$ cat config.mk
export PLATFORM = sky130hd
export DESIGN_NAME = positional_char_list_engine
export DESIGN_NICKNAME = d
export VERILOG_FILES = /design/src/plnk_pkg.sv /design/src/plnk_ram.sv /design/src/plnk_walk.sv /design/src/positional_char_list_engine.sv
export SDC_FILE = /design/constraint.sdc
export NUM_CORES = 1
export LEC_CHECK = 0
export ABC_AREA = 1
export BUFFER_PORTS_ARGS = -buffer_cell sky130_fd_sc_hd__buf_2
export CAP_MARGIN = 20
export CORE_MARGIN = 8
export CORE_UTILIZATION = 50
export CTS_CLUSTER_SIZE = 10
export DETAILED_ROUTE_END_ITERATION = 6
export GPL_ROUTABILITY_DRIVEN = 1
export MAX_ROUTING_LAYER = met4
export PLACE_DENSITY_LB_ADDON = 0.05
export SLEW_MARGIN = 30
export SYNTH_ARGS = -nofsm -noshare
export SYNTH_HDL_FRONTEND = slang
export SYNTH_SLANG_ARGS = --single-unit
$ cat constraint.sdc
create_clock -name clk -period 5.2 [get_ports clk]
set_input_delay 0.78 -clock clk [delete_from_list [all_inputs] [get_ports clk]]
set_output_delay 0.78 -clock clk [all_outputs]
set_load 0.005 [all_outputs]
$ cat src/plnk_pkg.sv
package plnk_pkg;

  // Index fields are sized for the largest supported store (4096 entries).
  localparam int IDX_W = 12;

  typedef enum logic [2:0] {
    CMD_PUSH   = 3'd0,
    CMD_INSERT = 3'd1,
    CMD_DELETE = 3'd2,
    CMD_FIND   = 3'd3,
    CMD_GET    = 3'd4,
    CMD_LENGTH = 3'd5
  } cmd_code_t;

  typedef enum logic [1:0] {
    ST_OK       = 2'd0,
    ST_BADPOS   = 2'd1,
    ST_NOTFOUND = 2'd2,
    ST_FULL     = 2'd3
  } status_t;

  typedef enum logic [1:0] {
    WM_UP,
    WM_DOWN,
    WM_SCAN,
    WM_READ
  } walk_mode_t;

  typedef struct packed {
    logic [2:0] command;
    logic [7:0] position;
    logic [7:0] element;
  } in_item_t;

  typedef struct packed {
    status_t    status;
    logic [7:0] value;
    logic [6:0] found_position;
    logic [6:0] length;
  } out_item_t;

  typedef struct packed {
    walk_mode_t       mode;
    logic             empty;
    logic [IDX_W-1:0] first;
    logic [IDX_W-1:0] last;
    logic [IDX_W-1:0] slot;
    logic [7:0]       key;
  } walk_req_t;

  typedef struct packed {
    logic             done;
    logic             hit;
    logic [IDX_W-1:0] idx;
    logic [7:0]       data;
  } walk_rsp_t;

endpackage

$ cat src/plnk_ram.sv
module plnk_ram #(
  parameter int DEPTH = 64,
  localparam int AW = $clog2(DEPTH)
) (
  input  logic          clk,
  input  logic          we,
  input  logic [AW-1:0] waddr,
  input  logic [7:0]    wdata,
  input  logic [AW-1:0] raddr,
  output logic [7:0]    rdata
);

  logic [7:0] mem [DEPTH];
  logic [7:0] rdata_r;

  always_ff @(posedge clk) begin
    if (we) begin
      mem[waddr] <= wdata;
    end
  end

  always_ff @(posedge clk) begin
    rdata_r <= mem[raddr];
  end

  assign rdata = rdata_r;

endmodule

$ cat src/plnk_walk.sv
module plnk_walk #(
  parameter int DEPTH = 64,
  localparam int AW = $clog2(DEPTH)
) (
  input  logic                clk,
  input  logic                rst_n,
  input  logic                go,
  input  plnk_pkg::walk_req_t req,
  output plnk_pkg::walk_rsp_t rsp,
  output logic                ram_we,
  output logic [AW-1:0]       ram_waddr,
  output logic [7:0]          ram_wdata,
  output logic [AW-1:0]       ram_raddr,
  input  logic [7:0]          ram_rdata
);
  import plnk_pkg::*;

  typedef enum logic [1:0] {
    W_IDLE,
    W_RUN,
    W_WAIT,
    W_TAIL
  } wstate_t;

  wstate_t    state_r;
  walk_mode_t mode_r;
  logic [7:0] key_r;
  logic [AW-1:0] slot_r;
  logic [AW-1:0] rd_addr_r;
  logic [AW-1:0] last_addr_r;
  logic [AW-1:0] pend_addr_r;
  logic          pend_r;
  walk_rsp_t     rsp_r;

  logic issue;
  logic hit;

  assign issue     = (state_r == W_RUN);
  assign hit       = pend_r && (mode_r == WM_SCAN) && (ram_rdata == key_r);
  assign ram_raddr = rd_addr_r;

  // Reads always run ahead of writes in the walk direction, so an entry is
  // never read after it has been overwritten: no forwarding is needed.
  always_comb begin
    ram_we    = 1'b0;
    ram_waddr = pend_addr_r;
    ram_wdata = ram_rdata;
    if (state_r == W_TAIL) begin
      ram_we    = 1'b1;
      ram_waddr = slot_r;
      ram_wdata = key_r;
    end else if (pend_r && mode_r == WM_UP) begin
      ram_we    = 1'b1;
      ram_waddr = pend_addr_r + AW'(1);
    end else if (pend_r && mode_r == WM_DOWN) begin
      ram_we    = 1'b1;
      ram_waddr = pend_addr_r - AW'(1);
    end
  end

  always_ff @(posedge clk) begin
    if (!rst_n) begin
      state_r  <= W_IDLE;
      pend_r   <= 1'b0;
      rsp_r    <= '0;
    end else begin
      rsp_r.done  <= 1'b0;
      pend_r      <= issue && !hit;
      pend_addr_r <= rd_addr_r;
      unique case (state_r)
        W_IDLE: begin
          if (go) begin
            mode_r      <= req.mode;
            key_r       <= req.key;
            slot_r      <= req.first[AW-1:0] == req.first[AW-1:0] ? req.slot[AW-1:0]
                                                                  : req.slot[AW-1:0];
            rd_addr_r   <= req.first[AW-1:0];
            last_addr_r <= req.last[AW-1:0];
            rsp_r.hit   <= 1'b0;
            if (!req.empty) begin
              state_r <= W_RUN;
            end else if (req.mode == WM_UP) begin
              state_r <= W_TAIL;
            end else begin
              rsp_r.done <= 1'b1;
            end
          end
        end
        W_RUN: begin
          if (hit) begin
            rsp_r.done <= 1'b1;
            rsp_r.hit  <= 1'b1;
            rsp_r.idx  <= IDX_W'(pend_addr_r);
            state_r    <= W_IDLE;
          end else if (rd_addr_r == last_addr_r) begin
            state_r <= W_WAIT;
          end else if (mode_r == WM_UP) begin
            rd_addr_r <= rd_addr_r - AW'(1);
          end else begin
            rd_addr_r <= rd_addr_r + AW'(1);
          end
        end
        W_WAIT: begin
          // last read returns now
          rsp_r.hit  <= hit;
          rsp_r.idx  <= IDX_W'(pend_addr_r);
          rsp_r.data <= ram_rdata;
          if (mode_r == WM_UP) begin
            state_r <= W_TAIL;
          end else begin
            rsp_r.done <= 1'b1;
            state_r    <= W_IDLE;
          end
        end
        W_TAIL: begin
          rsp_r.done <= 1'b1;
          state_r    <= W_IDLE;
        end
        default: state_r <= W_IDLE;
      endcase
    end
  end

  assign rsp = rsp_r;

endmodule

$ cat src/positional_char_list_engine.sv
// Channel  Ports                      Transfer when
// -------  -------------------------  ----------------------------
// input    start, busy, in_item       start high and busy low
// result   out_valid, out_item        out_valid high (one cycle)
//
// Length, every error case, undefined codes and find on an empty list answer
// in the cycle after the transfer. The rest walks the list memory (separate
// read/write ports) one entry per cycle: get reads one, insert/push shift the
// tail up from p, delete shifts it down onto p, find scans to the first match.
// Synchronous reset empties the list; memory contents are not cleared.
// Results are strobed and cannot be stalled; busy holds off new commands.
module positional_char_list_engine #(
  parameter int CAPACITY = 64
) (
  input  logic                clk,
  input  logic                rst_n,
  input  logic                start,
  output logic                busy,
  input  plnk_pkg::in_item_t  in_item,
  output logic                out_valid,
  output plnk_pkg::out_item_t out_item
);
  import plnk_pkg::*;

  localparam int AW = $clog2(CAPACITY);
  localparam int CW = $clog2(CAPACITY + 1);
  localparam int XW = (CW > 8 ? CW : 8) + 1;

  logic          busy_r;
  logic [CW-1:0] count_r;
  walk_mode_t    mode_r;
  logic          out_valid_r;
  out_item_t     out_r;

  logic          accept;
  logic          launch;
  walk_req_t     req;
  out_item_t     imm_res;
  out_item_t     done_res;
  logic [CW-1:0] count_nxt;
  walk_rsp_t     rsp;

  logic [XW-1:0] pos_x;
  logic [XW-1:0] cnt_x;
  logic [XW-1:0] at_x;
  logic [XW-1:0] ins_x;
  logic          full;

  logic          ram_we;
  logic [AW-1:0] ram_waddr;
  logic [7:0]    ram_wdata;
  logic [AW-1:0] ram_raddr;
  logic [7:0]    ram_rdata;

  assign accept = start && !busy_r;
  assign pos_x  = XW'(in_item.position);
  assign cnt_x  = XW'(count_r);
  assign at_x   = pos_x - XW'(1);
  assign full   = (count_r == CW'(CAPACITY));

  always_comb begin
    launch    = 1'b0;
    ins_x     = (in_item.command == CMD_PUSH) ? '0 : at_x;
    req.mode  = WM_READ;
    req.empty = 1'b0;
    req.first = IDX_W'(at_x);
    req.last  = IDX_W'(at_x);
    req.slot  = IDX_W'(ins_x);
    req.key   = in_item.element;
    imm_res   = '{status: ST_OK, value: '0, found_position: '0, length: 7'(count_r)};
    unique case (in_item.command) inside
      CMD_PUSH, CMD_INSERT: begin
        if (in_item.command == CMD_INSERT &&
            (pos_x == '0 || pos_x > cnt_x + XW'(1))) begin
          imm_res.status = ST_BADPOS;
        end else if (full) begin
          imm_res.status = ST_FULL;
        end else begin
          launch    = 1'b1;
          req.mode  = WM_UP;
          req.empty = (cnt_x == ins_x);
          req.first = IDX_W'(cnt_x - XW'(1));
          req.last  = IDX_W'(ins_x);
        end
      end
      CMD_DELETE: begin
        if (pos_x == '0 || pos_x > cnt_x) begin
          imm_res.status = ST_BADPOS;
        end else begin
          launch    = 1'b1;
          req.mode  = WM_DOWN;
          req.empty = (at_x == cnt_x - XW'(1));
          req.first = IDX_W'(at_x + XW'(1));
          req.last  = IDX_W'(cnt_x - XW'(1));
        end
      end
      CMD_FIND: begin
        if (count_r == '0) begin
          imm_res.status = ST_NOTFOUND;
        end else begin
          launch    = 1'b1;
          req.mode  = WM_SCAN;
          req.first = '0;
          req.last  = IDX_W'(cnt_x - XW'(1));
        end
      end
      CMD_GET: begin
        if (pos_x == '0 || pos_x > cnt_x) begin
          imm_res.status = ST_BADPOS;
        end else begin
          launch = 1'b1;
        end
      end
      default: begin
      end
    endcase
  end

  always_comb begin
    count_nxt = count_r;
    done_res  = '{status: ST_OK, value: '0, found_position: '0, length: 7'(count_r)};
    unique case (mode_r)
      WM_UP:   count_nxt = count_r + CW'(1);
      WM_DOWN: count_nxt = count_r - CW'(1);
      WM_SCAN: begin
        if (rsp.hit) begin
          done_res.found_position = 7'(CW'(rsp.idx[AW-1:0]) + CW'(1));
        end else begin
          done_res.status = ST_NOTFOUND;
        end
      end
      WM_READ: done_res.value = rsp.data;
      default: count_nxt = count_r;
    endcase
    done_res.length = 7'(count_nxt);
  end

  always_ff @(posedge clk) begin
    if (!rst_n) begin
      busy_r      <= 1'b0;
      count_r     <= '0;
      out_valid_r <= 1'b0;
    end else begin
      out_valid_r <= 1'b0;
      if (accept) begin
        if (launch) begin
          busy_r <= 1'b1;
          mode_r <= req.mode;
        end else begin
          out_valid_r <= 1'b1;
          out_r       <= imm_res;
        end
      end
      if (rsp.done) begin
        busy_r      <= 1'b0;
        count_r     <= count_nxt;
        out_valid_r <= 1'b1;
        out_r       <= done_res;
      end
    end
  end

  plnk_walk #(.DEPTH(CAPACITY)) u_walk (
    .clk       (clk),
    .rst_n     (rst_n),
    .go        (accept && launch),
    .req       (req),
    .rsp       (rsp),
    .ram_we    (ram_we),
    .ram_waddr (ram_waddr),
    .ram_wdata (ram_wdata),
    .ram_raddr (ram_raddr),
    .ram_rdata (ram_rdata)
  );

  plnk_ram #(.DEPTH(CAPACITY)) u_ram (
    .clk   (clk),
    .we    (ram_we),
    .waddr (ram_waddr),
    .wdata (ram_wdata),
    .raddr (ram_raddr),
    .rdata (ram_rdata)
  );

  assign busy      = busy_r;
  assign out_valid = out_valid_r;
  assign out_item  = out_r;

endmodule

==> results.md <==
- Chip Height: between 200 and 250 µm
- Nets: approximately 2400
- Post-synth EDFFs: 572
- Mapped Nets: between 2000 and 2500
- Crit. End Element: flip-flop
- Clock buffer depth: 3
- Synth Area in Adders: under 10%
- Final core utilization: about 56%
- CP required: roughly 5.5 ns
- Std-Cell Rows: between 80 and 90
- Synth Warn #: 0
- Crit-path max FO: 14
- Critical path type: reg2reg
- Outcome: completed
- Final antenna-violating net count: 0
- RSZ-0062 raised after global routing: no
- Routed vias/inst: between 5 and 6
- Register-to-Register Path Depth: 19
- Simple-gate share of the synthesized area: about 13%
- Placer Congestion: between 0.8 and 0.9
- CTS sink cnt: between 600 and 700
- Top Usage Layer GRT: met2
- Gr usage total: a little under a quarter
- Largest family of logic cells by synthesized area: compound AO/OA/AOI/OAI gates
- Most frequent cells after synthesis: edfxtp_1, nor2_1, o21ai_0
- Maxcap violations: 0
- Quantity of hold-fixing buffers added after cts: 0
- Sw Pwr: between 0.005 and 0.006 W
- Core box area: 52600 µm²
- Antenna cell count: 0
- Met1 usage: 34.4%
- Startpoint Class: flip-flop
- Peak VDD IR: roughly 0.39 mV
- Synth-to-Final Area Change: 11.0%
- Synth area leader: edfxtp_1
- Sequential power share: 43.4%
- Detailed-route via count: between 15000 and 20000
- Vias in the first global route: around 18000
- Port bufs: 47
- Clock Skews: 0.0217 ns
- Post-Route Setup TNS: 0 ns
- Final critical-path share of the clock period: 82.6%
- DRT Wirelength: slightly above 70000 µm
- GR Util met2: around 36%
- Drt first pass iters: 6
- Post-CTS setup buffer count: 0
- TritonCTS Buffers: 72
- Share of cells above drive strength 1: a little under a tenth
- Htree depth: 3
- Most frequent cell after synthesis: edfxtp_1
- Area contributors post-synth: edfxtp_1, nor2_1, o21ai_0
- Endpoints failing hold: 0
- Pwr Density: just over 500 nW/µm²
- Reg2reg start: count_r[0]
- Synth Instances: 2350
- Hold Path End: u_walk.key_r[5]
- Pin count of the biggest net entering global routing: about 140
- Switching Fraction: 33.7%
- Post-synthesis cell type count: 58
- Initial antenna violation count: 0
- Worst R2R Setup Slack: approximately 0.91 ns
- FF-to-FF End: u_walk.mode_r[0]
- Max frequency: 233 MHz
- Mux contribution to synthesized area: 0%
- Resize count post-CTS: 0
- Top-area cell type share of the netlist area: between 60% and 70%
- Initial DRC count: 1779
- Compound-Gate Fraction of Synth Area: 13.0%
- Post-DP HPWL: ~44000 µm
- Clock group share of total power: a little under a third
- Die X: 246 µm
- First-pass GRT wire length: 108000 µm
- Synthesized area: 26500 µm²
- Async SR Flop Fraction: 0%
- XOR/XNOR share of the synthesized area: less than 1%
- Final setup viols: 0
- Slew Limit Fails: 0
- Lkg Pwr: around 10 nW
- Initial core utilization: approximately half
- Rel. slew slack: about two fifths
- Hold/Removal Path Class: in2reg
- Worst slew pin tran: 0.916 ns
- DRC viols: 0
- Hold-critical path depth: 1
- WL/cell: between 20 and 25 µm
- Die Area: between 60000 and 70000 µm²
- Mean Syn Cell Area: about 11 µm²
- Number of synthesized register bits: 608
- Combinational Power Share: around a quarter
- HP Start: in_item[5]
- Critical Path Source: count_r[0]
- Sequential share of the synthesized area: between 60% and 70%
- GRT overflow: 0
- Clk slew on worst S/H paths: 0.05 ns
- Clock root buffer: clkbuf_16
- Top FF cell, synth: edfxtp_1
- Critical Path AT: 4.58 ns
- Final min period: 4.29 ns
- Met3 GRT Util: between 3 and 4%
- TritonCTS clock tree: yes
- Cell-internal power: slightly below 0.01 W
- Clk_lat worst skew: between 0.6 and 0.7 ns
- # IOs: 48
[stage by stage]
stage	setup WS, ns	std cells	power (W)	hold WS [ns]	area [µm²]
floorplan	1.17	2350	0.00891	0.421	26500
global placement	1.05	2989	0.0104	0.451	27400
detailed placement	0.863	2989	0.0105	0.455	27400
CTS	0.837	3099	0.0149	0.338	29400
global route	0.386	3099	0.0155	0.355	29400
finish	0.906	3099	0.0149	0.370	29400
[power groups by stage]
stage	Combinational, W	Sequential [W]	Clock (W)
floorplan	0.00236	0.00655	0
global placement	0.00388	0.00655	0
detailed placement	0.00390	0.00655	0
CTS	0.00392	0.00645	0.00457
global route	0.00428	0.00646	0.00475
finish	0.00393	0.00645	0.00448
[area by class of cell]
cell class                      count  area [µm²]
Clock buffer                      102        1950
Clock inverter                      8        85.1
Tap cell                          688         861
Fill cell                        4480       23100
Timing Repair Buffer               72         473
Inverter                          132         512
Multi-Input combinational cell   1489        7670
Sequential cell                   608       17900
[cells in the final DEF, fill, tap and decap left out, types with 4 or more instances in the layout]
cell,instances
a31oi_1,4
nor2_4,4
nand2_4,9
buf_12,4
xor2_1,21
inv_1,112
clkbuf_1,28
nand2_2,16
buf_2,47
ha_1,36
edfxtp_1,572
a211oi_1,7
o21ai_0,351
nand2_1,187
or2_2,4
nor2_2,8
o21bai_1,4
nor2_1,480
xnor2_1,6
dfxtp_1,36
nor3_1,12
o211ai_1,13
inv_2,12
buf_4,21
o21ai_1,9
o21ai_4,4
nand4_1,10
clkinv_1,5
clkbuf_16,73
o22ai_1,141
inv_6,4
nand3_1,59
a21oi_1,47
o221ai_1,19
o32ai_1,4
[logic make-up (layout without fill, tap and decap cells)]
logic type / Yosys count / after routing
fa+ha+maj: 38 / 38
xor+xnor: 27 / 27
buf+inv: 253 / 314
simple gates: 809 / 809
compound gates: 615 / 615
flops: 608 / 608
[critical path, stage by stage (launching register included)]
cell	delay, ns
dfxtp_1	0.47
clkinv_1	0.38
nor3_1	0.43
nand3_1	0.17
nor2_1	0.13
nand2_1	0.06
ha_1	0.29
nand2_1	0.07
nor2_1	0.15
nand4_1	0.09
nand2_1	0.10
nand2_1	0.07
nand2_1	0.12
nand3_2	0.16
nand2_1	0.12
nand2_1	0.12
nor2_1	0.21
inv_1	0.09
nor2_2	0.41
buf_4	0.32
[flip-flops by register name (all words and copies together) (netlist names)]
| register | cells |
|---|---|
| u_walk.rsp | 16 |
| u_walk.slot_r | 6 |
| mode_r | 2 |
| count_r | 7 |
| u_walk.pend_addr_r | 6 |
| u_walk.mode_r | 2 |
| u_ram.rdata | 8 |
| u_walk.last_addr_r | 6 |
| busy | 1 |
| u_walk.pend_r | 1 |
| u_walk.key_r | 8 |
| u_walk.state_r | 2 |
| u_walk.ram_raddr | 6 |
| out_valid | 1 |
| out_item | 24 |
| u_ram.mem | 512 |
[per-layer routing]
| metal | up-vias | wire (µm) |
|---|---|---|
| li1 | 8490 | - |
| met1 | 9001 | 32500 |
| met2 | 688 | 31800 |
| met3 | 113 | 5030 |
| met4 | 0 | 1640 |
| met5 | - | 0 |
[worst max-delay path by stage]
stage / end / cells past startpoint
after floorplan: u_ram.mem[0][5] / 3
after global placement: u_walk.last_addr_r[5] / 19
after detailed placement: u_walk.last_addr_r[3] / 19
after CTS: u_walk.slot_r[3] / 19
after global routing: u_walk.slot_r[1] / 19
final: u_walk.mode_r[0] / 19
Note: power is estimated with default switching activity, not from simulation.
